### src/rtl/whp_pkg.sv
// ----------------------------------------------------------------------------
// whp_pkg
// Shared types and constants of the RIFF/WAVE PCM header parser.
// ----------------------------------------------------------------------------
package whp_pkg;

  // file position width, one bit above the 32-bit length so overruns show
  localparam int unsigned POS_W = 33;

  // chunk tags and form type, little-endian words as assembled
  localparam logic [31:0] TAG_RIFF = 32'h4646_4952;
  localparam logic [31:0] TAG_WAVE = 32'h4556_4157;
  localparam logic [31:0] TAG_FMT  = 32'h2074_6D66;
  localparam logic [31:0] TAG_DATA = 32'h6174_6164;

  localparam logic [31:0] MIN_LENGTH = 32'd44;
  localparam logic [31:0] HDR_BYTES  = 32'd8;   // tag plus size
  localparam logic [31:0] FMT_BASE   = 32'd16;
  localparam logic [31:0] FMT_LIMIT  = 32'd64;
  localparam logic [15:0] FMT_PCM    = 16'd1;

  // first byte after the fixed fmt body, and the same less the fmt base
  localparam logic [POS_W-1:0] FMT_END      = POS_W'(36);
  localparam logic [POS_W-1:0] FMT_END_BIAS = POS_W'(20);

  // positions of the last byte of each fixed header field
  localparam logic [POS_W-1:0] OFS_RIFF_TAG  = POS_W'(3);
  localparam logic [POS_W-1:0] OFS_RIFF_SIZE = POS_W'(7);
  localparam logic [POS_W-1:0] OFS_WAVE      = POS_W'(11);
  localparam logic [POS_W-1:0] OFS_FMT_TAG   = POS_W'(15);
  localparam logic [POS_W-1:0] OFS_FMT_SIZE  = POS_W'(19);
  localparam logic [POS_W-1:0] OFS_AUDIO_FMT = POS_W'(21);
  localparam logic [POS_W-1:0] OFS_CHANNELS  = POS_W'(23);
  localparam logic [POS_W-1:0] OFS_RATE      = POS_W'(27);
  localparam logic [POS_W-1:0] OFS_BYTE_RATE = POS_W'(31);
  localparam logic [POS_W-1:0] OFS_ALIGN     = POS_W'(33);
  localparam logic [POS_W-1:0] OFS_BITS      = POS_W'(35);

  // chunk walk: distance of the previous byte from the header start, one
  // byte before the tag and size words complete
  localparam logic [POS_W-1:0] CHK_TAG_DIST  = POS_W'(2);
  localparam logic [POS_W-1:0] CHK_SIZE_DIST = POS_W'(6);

  typedef enum logic [1:0] {
    ST_OK        = 2'd0,
    ST_TOO_SHORT = 2'd1,
    ST_UNSUPP    = 2'd2,
    ST_NOT_FOUND = 2'd3
  } status_t;

  typedef enum logic [2:0] {
    PH_IDLE   = 3'b001,
    PH_HEADER = 3'b010,
    PH_CHUNKS = 3'b100
  } phase_t;

  typedef struct packed {
    status_t     status;
    logic [31:0] riff_size;
    logic [31:0] fmt_size;
    logic [15:0] chan_count;
    logic [31:0] samp_freq;
    logic [31:0] bytes_per_sec;
    logic [15:0] frame_bytes;
    logic [15:0] sample_bits;
    logic [31:0] pcm_offset;
    logic [31:0] pcm_size;
  } result_t;

endpackage

### src/rtl/whp_ifs.sv
// ----------------------------------------------------------------------------
// whp_ifs
// Byte input channel and result channel of the WAV header parser.
// ----------------------------------------------------------------------------
interface whp_in_if;
  logic        valid;
  logic        ready;
  logic        start_of_file;
  logic [7:0]  data_byte;
  logic [31:0] total_length;

  modport source (output valid, output start_of_file, output data_byte,
                  output total_length, input ready);
  modport sink (input valid, input start_of_file, input data_byte,
                input total_length, output ready);
endinterface

interface whp_out_if;
  logic        valid;
  logic        ready;
  logic [1:0]  status;
  logic [31:0] riff_size;
  logic [31:0] fmt_size;
  logic [15:0] chan_count;
  logic [31:0] samp_freq;
  logic [31:0] bytes_per_sec;
  logic [15:0] frame_bytes;
  logic [15:0] sample_bits;
  logic [31:0] pcm_offset;
  logic [31:0] pcm_size;

  modport source (output valid, output status, output riff_size, output fmt_size,
                  output chan_count, output samp_freq, output bytes_per_sec,
                  output frame_bytes, output sample_bits, output pcm_offset,
                  output pcm_size, input ready);
  modport sink (input valid, input status, input riff_size, input fmt_size,
                input chan_count, input samp_freq, input bytes_per_sec,
                input frame_bytes, input sample_bits, input pcm_offset,
                input pcm_size, output ready);
endinterface

### src/rtl/whp_out_buf.sv
// ----------------------------------------------------------------------------
// whp_out_buf
// Two-entry result buffer: output register plus skid register.
// ----------------------------------------------------------------------------
module whp_out_buf
  import whp_pkg::*;
(
  input  logic              clk,
  input  logic              rst_n,
  input  logic              push_valid,
  input  result_t           push_data,
  output logic              push_ready,
  whp_out_if.source         out_ch
);

  logic    main_v_r;
  logic    skid_v_r;
  result_t main_r;
  result_t skid_r;
  logic    pop;

  assign pop        = main_v_r & out_ch.ready;
  assign push_ready = ~skid_v_r;

  always_ff @(posedge clk) begin
    if (!rst_n) begin
      main_v_r <= 1'b0;
      skid_v_r <= 1'b0;
    end else begin
      if (!main_v_r) begin
        main_v_r <= push_valid;
      end else if (pop) begin
        if (skid_v_r) begin
          skid_v_r <= 1'b0;
        end else begin
          main_v_r <= push_valid;
        end
      end else if (push_valid) begin
        skid_v_r <= 1'b1;
      end
    end
  end

  // payload moves without reset
  always_ff @(posedge clk) begin
    if (!main_v_r || pop) begin
      main_r <= skid_v_r ? skid_r : push_data;
    end
    if (main_v_r && !pop && push_valid) begin
      skid_r <= push_data;
    end
  end

  assign out_ch.valid         = main_v_r;
  assign out_ch.status        = main_r.status;
  assign out_ch.riff_size     = main_r.riff_size;
  assign out_ch.fmt_size      = main_r.fmt_size;
  assign out_ch.chan_count    = main_r.chan_count;
  assign out_ch.samp_freq     = main_r.samp_freq;
  assign out_ch.bytes_per_sec = main_r.bytes_per_sec;
  assign out_ch.frame_bytes   = main_r.frame_bytes;
  assign out_ch.sample_bits   = main_r.sample_bits;
  assign out_ch.pcm_offset    = main_r.pcm_offset;
  assign out_ch.pcm_size      = main_r.pcm_size;

endmodule

### src/rtl/wav_header_parser.sv
// ----------------------------------------------------------------------------
// wav_header_parser
// Streaming RIFF/WAVE PCM header parser, one file byte per beat.
// ----------------------------------------------------------------------------
//
// channel  | dir | payload                                   | beat
// ---------+-----+-------------------------------------------+-----------------
// in_ch    | in  | start_of_file, data_byte, total_length    | one file byte
// out_ch   | out | status, header fields, pcm_offset/size    | one per file
//
// one byte per cycle while in_ch.ready is high: each beat's next parser state
// is combinational (33-bit add and compare on the chunk position is the path)
// a result lands in a two-entry output buffer in the cycle after its byte;
// in_ch.ready drops only while both buffer entries are occupied
// reset (synchronous, active low) returns to idle with an empty buffer;
// bytes are ignored until a start beat
// a start beat in mid-file abandons the file in progress without a result
//
module wav_header_parser
  import whp_pkg::*;
(
  input  logic      clk,
  input  logic      rst_n,
  whp_in_if.sink    in_ch,
  whp_out_if.source out_ch
);

  // parser state
  phase_t           phase_r,    phase_nxt;
  logic [POS_W-1:0] pos_r,      pos_nxt;     // byte position in file
  logic [POS_W-1:0] nhp_r,      nhp_nxt;     // next chunk header position
  logic [31:0]      len_m8_r,   len_m8_nxt;  // file length less one header
  logic [31:0]      word_r,     word_nxt;    // little-endian word assembler
  logic [31:0]      tag_r,      tag_nxt;
  logic [31:0]      riff_r,     riff_nxt;
  logic [31:0]      fmt_r,      fmt_nxt;
  logic [15:0]      chan_r,     chan_nxt;
  logic [31:0]      rate_r,     rate_nxt;
  logic [31:0]      brate_r,    brate_nxt;
  logic [15:0]      align_r,    align_nxt;
  logic [15:0]      bits_r,     bits_nxt;

  logic             accept;
  logic             in_ready;
  logic             go;          // byte takes part in parsing
  logic             emit;
  status_t          emit_status;
  logic [31:0]      emit_offset;
  logic [31:0]      emit_size;
  result_t          result;

  // chunk walk helpers
  logic [POS_W-1:0] chk_dist;
  logic [POS_W-1:0] nhp_walk;
  logic [POS_W-1:0] nhp_fmt;
  logic             fmt_skip;

  assign accept      = in_ch.valid & in_ready;
  assign in_ch.ready = in_ready;

  assign chk_dist = pos_r - nhp_r;
  assign fmt_skip = (fmt_r >= FMT_BASE) && (fmt_r < FMT_LIMIT);
  assign nhp_fmt  = fmt_skip ? (POS_W'(fmt_r[5:0]) + FMT_END_BIAS) : FMT_END;

  always_comb begin
    phase_nxt   = phase_r;
    pos_nxt     = pos_r;
    nhp_nxt     = nhp_r;
    len_m8_nxt  = len_m8_r;
    word_nxt    = word_r;
    tag_nxt     = tag_r;
    riff_nxt    = riff_r;
    fmt_nxt     = fmt_r;
    chan_nxt    = chan_r;
    rate_nxt    = rate_r;
    brate_nxt   = brate_r;
    align_nxt   = align_r;
    bits_nxt    = bits_r;
    go          = 1'b0;
    emit        = 1'b0;
    emit_status = ST_OK;
    emit_offset = '0;
    emit_size   = '0;
    nhp_walk    = nhp_r + POS_W'(HDR_BYTES) + POS_W'(word_nxt);

    if (accept) begin
      if (in_ch.start_of_file) begin
        // fresh file: clear everything captured so far
        word_nxt   = '0;
        tag_nxt    = '0;
        riff_nxt   = '0;
        fmt_nxt    = '0;
        chan_nxt   = '0;
        rate_nxt   = '0;
        brate_nxt  = '0;
        align_nxt  = '0;
        bits_nxt   = '0;
        pos_nxt    = '0;
        nhp_nxt    = '0;
        len_m8_nxt = in_ch.total_length - HDR_BYTES;
        if (in_ch.total_length < MIN_LENGTH) begin
          emit        = 1'b1;
          emit_status = ST_TOO_SHORT;
          phase_nxt   = PH_IDLE;
        end else begin
          phase_nxt = PH_HEADER;
          go        = 1'b1;
        end
      end else if (phase_r != PH_IDLE) begin
        pos_nxt = pos_r + POS_W'(1);
        go      = 1'b1;
      end
    end

    if (go) begin
      word_nxt = {in_ch.data_byte, word_nxt[31:8]};
      nhp_walk = nhp_r + POS_W'(HDR_BYTES) + POS_W'(word_nxt);

      if (phase_nxt == PH_HEADER) begin
        // fixed RIFF header and fmt body
        case (pos_nxt)
          OFS_RIFF_TAG:  tag_nxt  = word_nxt;
          OFS_RIFF_SIZE: riff_nxt = word_nxt;
          OFS_WAVE: begin
            if (tag_r != TAG_RIFF || word_nxt != TAG_WAVE) begin
              emit        = 1'b1;
              emit_status = ST_UNSUPP;
            end
          end
          OFS_FMT_TAG:   tag_nxt  = word_nxt;
          OFS_FMT_SIZE:  fmt_nxt  = word_nxt;
          OFS_AUDIO_FMT: begin
            // non-pcm format spoils the fmt tag so it fails below
            if (word_nxt[31:16] != FMT_PCM) begin
              tag_nxt = '0;
            end
          end
          OFS_CHANNELS:  chan_nxt  = word_nxt[31:16];
          OFS_RATE:      rate_nxt  = word_nxt;
          OFS_BYTE_RATE: brate_nxt = word_nxt;
          OFS_ALIGN:     align_nxt = word_nxt[31:16];
          OFS_BITS: begin
            bits_nxt = word_nxt[31:16];
            if (tag_r != TAG_FMT) begin
              emit        = 1'b1;
              emit_status = ST_UNSUPP;
            end else begin
              nhp_nxt = nhp_fmt;
              if (nhp_fmt >= POS_W'(len_m8_r)) begin
                emit        = 1'b1;
                emit_status = ST_NOT_FOUND;
              end else begin
                phase_nxt = PH_CHUNKS;
              end
            end
          end
          default: ;
        endcase
      end else begin
        // chunk walk: read tag and size at each header, skip the body
        if (chk_dist == CHK_TAG_DIST) begin
          tag_nxt = word_nxt;
        end else if (chk_dist == CHK_SIZE_DIST) begin
          if (tag_r == TAG_DATA) begin
            emit        = 1'b1;
            emit_status = ST_OK;
            emit_offset = nhp_r[31:0] + HDR_BYTES;
            emit_size   = word_nxt;
          end else begin
            nhp_nxt = nhp_walk;
            if (nhp_walk >= POS_W'(len_m8_r)) begin
              emit        = 1'b1;
              emit_status = ST_NOT_FOUND;
            end
          end
        end
      end

      if (emit) begin
        phase_nxt = PH_IDLE;
      end
    end
  end

  always_comb begin
    result.status        = emit_status;
    result.riff_size     = riff_nxt;
    result.fmt_size      = fmt_nxt;
    result.chan_count    = chan_nxt;
    result.samp_freq     = rate_nxt;
    result.bytes_per_sec = brate_nxt;
    result.frame_bytes   = align_nxt;
    result.sample_bits   = bits_nxt;
    result.pcm_offset    = emit_offset;
    result.pcm_size      = emit_size;
  end

  always_ff @(posedge clk) begin
    if (!rst_n) begin
      phase_r <= PH_IDLE;
    end else begin
      phase_r <= phase_nxt;
    end
  end

  // datapath state, only meaningful after a start beat
  always_ff @(posedge clk) begin
    pos_r    <= pos_nxt;
    nhp_r    <= nhp_nxt;
    len_m8_r <= len_m8_nxt;
    word_r   <= word_nxt;
    tag_r    <= tag_nxt;
    riff_r   <= riff_nxt;
    fmt_r    <= fmt_nxt;
    chan_r   <= chan_nxt;
    rate_r   <= rate_nxt;
    brate_r  <= brate_nxt;
    align_r  <= align_nxt;
    bits_r   <= bits_nxt;
  end

  whp_out_buf u_out_buf (
    .clk        (clk),
    .rst_n      (rst_n),
    .push_valid (emit),
    .push_data  (result),
    .push_ready (in_ready),
    .out_ch     (out_ch)
  );

  // a result always ends the file
  a_emit_idle: assert property (@(posedge clk) disable iff (!rst_n)
    emit |=> phase_r == PH_IDLE)
    else $error("parser not idle after result");

  // a stray byte while idle never makes a result
  a_idle_quiet: assert property (@(posedge clk) disable iff (!rst_n)
    (accept && !in_ch.start_of_file && phase_r == PH_IDLE) |-> !emit)
    else $error("result from byte outside a file");

  // the walk only runs while the next header lies inside the file
  a_walk_bound: assert property (@(posedge clk) disable iff (!rst_n)
    phase_r == PH_CHUNKS |-> (nhp_r < POS_W'(len_m8_r) && nhp_r >= FMT_END))
    else $error("chunk walk past end of file");

  // pcm data never starts inside the fixed header
  a_ok_offset: assert property (@(posedge clk) disable iff (!rst_n)
    (emit && emit_status == ST_OK) |-> emit_offset >= MIN_LENGTH)
    else $error("pcm offset inside header");

endmodule

### src/flat_wrapper.sv
// flat-port wrapper written by rule: the top's interface ports become plain ports
module wav_header_parser_flat import whp_pkg::*;
  (clk, rst_n, in_ch_valid, in_ch_start_of_file, in_ch_data_byte, in_ch_total_length, in_ch_ready, out_ch_valid, out_ch_status, out_ch_riff_size, out_ch_fmt_size, out_ch_chan_count, out_ch_samp_freq, out_ch_bytes_per_sec, out_ch_frame_bytes, out_ch_sample_bits, out_ch_pcm_offset, out_ch_pcm_size, out_ch_ready);
  whp_in_if in_ch_i ();
  whp_out_if out_ch_i ();
  input  logic clk;
  input  logic rst_n;
  input wire logic [$bits(in_ch_i.valid)-1:0] in_ch_valid;
  input wire logic [$bits(in_ch_i.start_of_file)-1:0] in_ch_start_of_file;
  input wire logic [$bits(in_ch_i.data_byte)-1:0] in_ch_data_byte;
  input wire logic [$bits(in_ch_i.total_length)-1:0] in_ch_total_length;
  output wire logic [$bits(in_ch_i.ready)-1:0] in_ch_ready;
  output wire logic [$bits(out_ch_i.valid)-1:0] out_ch_valid;
  output wire logic [$bits(out_ch_i.status)-1:0] out_ch_status;
  output wire logic [$bits(out_ch_i.riff_size)-1:0] out_ch_riff_size;
  output wire logic [$bits(out_ch_i.fmt_size)-1:0] out_ch_fmt_size;
  output wire logic [$bits(out_ch_i.chan_count)-1:0] out_ch_chan_count;
  output wire logic [$bits(out_ch_i.samp_freq)-1:0] out_ch_samp_freq;
  output wire logic [$bits(out_ch_i.bytes_per_sec)-1:0] out_ch_bytes_per_sec;
  output wire logic [$bits(out_ch_i.frame_bytes)-1:0] out_ch_frame_bytes;
  output wire logic [$bits(out_ch_i.sample_bits)-1:0] out_ch_sample_bits;
  output wire logic [$bits(out_ch_i.pcm_offset)-1:0] out_ch_pcm_offset;
  output wire logic [$bits(out_ch_i.pcm_size)-1:0] out_ch_pcm_size;
  input wire logic [$bits(out_ch_i.ready)-1:0] out_ch_ready;
  assign in_ch_i.valid = in_ch_valid;
  assign in_ch_i.start_of_file = in_ch_start_of_file;
  assign in_ch_i.data_byte = in_ch_data_byte;
  assign in_ch_i.total_length = in_ch_total_length;
  assign in_ch_ready = in_ch_i.ready;
  assign out_ch_valid = out_ch_i.valid;
  assign out_ch_status = out_ch_i.status;
  assign out_ch_riff_size = out_ch_i.riff_size;
  assign out_ch_fmt_size = out_ch_i.fmt_size;
  assign out_ch_chan_count = out_ch_i.chan_count;
  assign out_ch_samp_freq = out_ch_i.samp_freq;
  assign out_ch_bytes_per_sec = out_ch_i.bytes_per_sec;
  assign out_ch_frame_bytes = out_ch_i.frame_bytes;
  assign out_ch_sample_bits = out_ch_i.sample_bits;
  assign out_ch_pcm_offset = out_ch_i.pcm_offset;
  assign out_ch_pcm_size = out_ch_i.pcm_size;
  assign out_ch_i.ready = out_ch_ready;
  wav_header_parser u_core (.clk(clk), .rst_n(rst_n), .in_ch(in_ch_i), .out_ch(out_ch_i));
endmodule
### config.mk
export PLATFORM = sky130hd
export DESIGN_NAME = wav_header_parser_flat
export DESIGN_NICKNAME = d
export VERILOG_FILES = /design/src/rtl/whp_pkg.sv /design/src/rtl/whp_ifs.sv /design/src/rtl/whp_out_buf.sv /design/src/rtl/wav_header_parser.sv /design/src/flat_wrapper.sv
export SDC_FILE = /design/constraint.sdc
export NUM_CORES = 1
export LEC_CHECK = 0
export BUFFER_PORTS_ARGS = -buffer_cell sky130_fd_sc_hd__buf_2
export CAP_MARGIN = 20
export CORE_AREA = 2 2 255 257
export CTS_CLUSTER_SIZE = 28
export DETAILED_ROUTE_END_ITERATION = 12
export DIE_AREA = 0 0 257 259
export PLACE_DENSITY_LB_ADDON = 0.1
export SLEW_MARGIN = 20
export SYNTH_ARGS = -nofsm -noshare
export SYNTH_HDL_FRONTEND = slang
export SYNTH_HIERARCHICAL = 1
export SYNTH_SLANG_ARGS = --single-unit
export TNS_END_PERCENT = 1
### constraint.sdc
create_clock -name clk -period 96.4 [get_ports clk]
set_input_delay 14.46 -clock clk [delete_from_list [all_inputs] [get_ports clk]]
set_output_delay 14.46 -clock clk [all_outputs]
set_load 0.05 [all_outputs]
==> summary.md <==
| Metric | Value |
|---|---|
| R2R Path End | u_core/u_out_buf/skid_r[55] |
| Hold_buf cts | 0 |
| Pwr/cell area | 17.7 nW/um2 |
| Data arrival, critical path | 22.10 ns |
| Antenna viol nets, final | 0 |
| DRC Markers | 0 |
| Grt ovf | 0 |
| Status | finished clean |
| Fin Hold WS | 0.464 ns |
| DR pass1 iterations | 5 |
| Largest family of logic cells by synthesized area | simple AND/OR/NAND/NOR gates |
| Biggest register | u_core/u_out_buf/skid_r |
| Distinct cell type count after synthesis | 91 |
| CTS Buffer Depth | 3 |
| Switching Share | 0.236 |
| Die W | 257 um |
| Die area | 66600 um2 |
| Mux cell area share after synthesis | 0.0999 |
| Synth async-reset ratio | 0 |
| Leakage | 0.0175 uW |
| Worst r2r path cells | 27 |
| Simple-gate share of the synthesized area | 0.119 |
| Largest net degree at the start of global routing | 170 |
| Met1 usage | 0.393 |
| Vias | 25400 |
| Clock power share | 0.417 |
| Hold path start | u_core/tag_r[22] |
| Internal power | 567 uW |
| Die height | 259 um |
| Final hold violations | 0 |
| WL/cell | 23.2 um |
| Final min period | 21.87 ns |
| Comb pwr share | 0.074 |
| Cts repair resizes | 0 |
| First-pass GRT wire length | 149000 um |
| Worst reg2reg setup slack | 87.42 ns |
| Vias per inst | 5.94 |
| DP HPWL | 70100 um |
| Total core area | 63900 um2 |
| Post-layout nets | 3534 |
| Initial antenna violation count | 0 |
| Setup repair bufs after CTS | 0 |
| Worst hold endpoint | u_core/tag_r[22] |
| Worst setup SP type | primary input |
| Cell Rows | 93 |
| Root buf cell | clkbuf_16 |
| Clk Latency, worst-skew pair | 0.62 ns |
| Unrepaired setup endpoints after global routing | false |
| Hold Path Class | flop to flop |
| Net count after synthesis | 3284 |
| Setup-failing EPs final | 0 |
| XOR/XNOR share of the synthesized area | 0.0321 |
| Post-synth EDFFs | 516 |
| Required @ worst endpoint | 96.62 ns |
| Setup crit start | in_ch_valid |
| Post-Syn Area per Cell | 12.0 um2 |
| Synth Area in Adders | 0.0472 |
| Fin. max-slew vios | 0 |
| CP Max Fanout | 169 |
| Ant diodes | 0 |
| FF-to-FF Start | u_core/u_out_buf/skid_v_r |
| Hold depth | 1 |
| Share of the synthesized area in the top cell type | 0.416 |
| Largest registers | u_core/u_out_buf/skid_r: 242 flops, u_core/nhp_r: 33 flops, u_core/pos_r: 33 flops |
| Seq/Total Area, Yosys | 0.579 |
| Largest cells by area after synthesis | edfxtp_1 (42%), dfxtp_1 (16%), mux2_4 (6.4%) |
| Synth Cell Area | 37300 um2 |
| Final GP Congestion | 0.934 |
| Peak VDD IR | 0.0000151 V |
| Post-synth top cells | edfxtp_1 (516), nand2_1 (354), dfxtp_1 (303), a21oi_1 (184), nor2_1 (177) |
| Ys Warns | 6 |
| Synth Instances | 3099 |
| Top-Level Pins | 289 |
| CTS tree | done |
| Overall power | 742 uW |
| DR iter-0 viols | 2042 |
| Number of fillers in the final layout | 4842 |
| Most common cell in the netlist | edfxtp_1 |
| Grt peak-use layer | met2 |
| GRT Total Usage | 0.292 |
| Cell taking the most area after synthesis | edfxtp_1 |
| Vias in the first global route | 24700 |
| Sequential fraction of design power | 0.509 |
| Seq cells post-synth | 819 |
| Compound-Gate Fraction of Synth Area | 0.0890 |
| Pre-CTS setup slack | 74.13 ns |
| Reg clk slew, reported paths | 0.06 ns |
| Share of cells above drive strength 1 | 0.212 |
| Sum Neg Setup Slack | 0 ns |
| H-tree levels | 3 |
| Most used DFF post-synth | edfxtp_1 |
| Routed WL | 99300 um |
| # clock sinks | 819 |
| Net load switching power | 175 uW |
| Num CTS Buffers | 83 |
| Final Cycle Share | 0.227 |
| Final Worst Setup Slack | 74.53 ns |
| Max cap viols | 0 |
| Initial Util | 0.583 |
| Met2 global-route usage | 0.485 |
| Input/output buffers | 288 |
| M3 GR Usage | 0.0401 |
| CP Capture Type | flop |
| Worst rel slew slack | 0.242 |
| WS Path Type | primary input to flop |
| Max Freq | 45.7 MHz |
| Max reg flops | 242 |
| Worst clock skew | 0.0224 ns |
| Layout area overhead | 12.4% |
| Slew @ Worst Pin | 1.14 ns |
[cell usage in the layout (no fill, tap or decap), types with 12 or more instances in the layout]
cell	Yosys	final
inv_1	137	136
a21o_1	40	40
clkinv_1	1	13
and3_1	15	15
o2bb2ai_1	32	32
and2_1	17	17
nor3_1	40	40
nand4_1	44	44
nor2_1	177	176
dfxtp_1	303	302
or2_2	14	14
clkbuf_1	81	24
o21ai_0	73	73
o211ai_1	22	22
a22o_1	26	26
a211oi_1	12	12
o21ai_1	61	60
or4_1	13	13
mux2_2	86	86
xnor2_1	88	88
buf_2	18	288
a21oi_1	184	183
mux2_4	158	158
ha_1	139	139
nor4_1	43	43
xor2_1	46	46
buf_4	9	18
nand3_1	97	95
nand2b_1	14	13
nor2b_1	15	15
nand2_1	354	352
clkinv_2	0	14
mux2i_1	36	36
clkbuf_16	0	86
edfxtp_1	516	516
[kinds of logic after synthesis]
group / count (synthesis)
AND/OR/NAND/NOR: 912
flip-flops: 819
AO/OA/AOI/OAI: 530
multiplexers: 282
buffers and inverters: 281
adder cells (fa/ha/maj): 140
XOR/XNOR: 135
[power groups by stage]
stage | clock network (uW) | registers, uW | logic [uW]
floorplan | 0 | 381 | 37.9
global placement | 0 | 385 | 53.1
detailed placement | 0 | 385 | 53.7
CTS | 314 | 378 | 54.0
global route | 327 | 378 | 59.5
finish | 309 | 378 | 55.0
[per-layer routing]
metal,vias up,share of wire
met4,0,0.036
met1,12500,0.43
met2,834,0.48
met3,174,0.056
li1,11800,-
met5,-,0
[through the flow]
stage,instance area [um2],cells,util
CTS,41900,4274,0.655
floorplan,37300,3099,-
detailed placement,39300,4119,0.614
global placement,39300,4119,0.614
finish,41900,4274,0.655
global route,41900,4274,0.655
[worst max-delay path, stage by stage]
cell and delay, ns:
buf_2 0.12, and2_0 0.40, nand2_4 0.28, nand2_1 0.22
inv_1 0.06, ha_1 0.27, ha_1 0.20, fa_1 0.25
a21oi_1 0.10, o21ai_0 0.27, a311oi_1 0.19, o31ai_1 0.64
nand2_1 0.22, o2111ai_1 0.31, nand2_1 0.13, xnor2_1 0.17
ha_1 0.31, nand4_1 0.13, or4_1 0.59, nor4_1 0.29
a2111oi_0 0.16, o21a_1 0.23, or3b_2 0.21, nand4b_1 0.14
nand2_1 0.17, inv_1 0.10, nor2_4 0.45, buf_12 0.70
[final cells by class]
type / count / area, um2 / area share
well taps: 855 / 1070 / 0.0255
clock buffers: 117 / 2340 / 0.0558
multi-input cells: 1999 / 14500 / 0.346
repair buffers: 308 / 1620 / 0.0386
inverters: 138 / 523 / 0.0125
flip-flops and latches: 819 / 21600 / 0.515
clock inverters: 38 / 282 / 0.00672
[worst max-delay path by stage]
stage	to	slack (ns)	cells after the start
6_report	u_core/u_out_buf/skid_r[55]	74.53	28
3_5_place_dp	u_core/u_out_buf/skid_r[153]	74.13	28
4_1_cts	u_core/u_out_buf/skid_r[68]	74.77	28
3_3_place_gp	u_core/u_out_buf/skid_r[110]	74.34	28
2_1_floorplan	u_core/u_out_buf/skid_r[0]	54.83	2
5_1_grt	u_core/u_out_buf/skid_r[57]	74.10	30
Power figures use the tool's default switching activity.
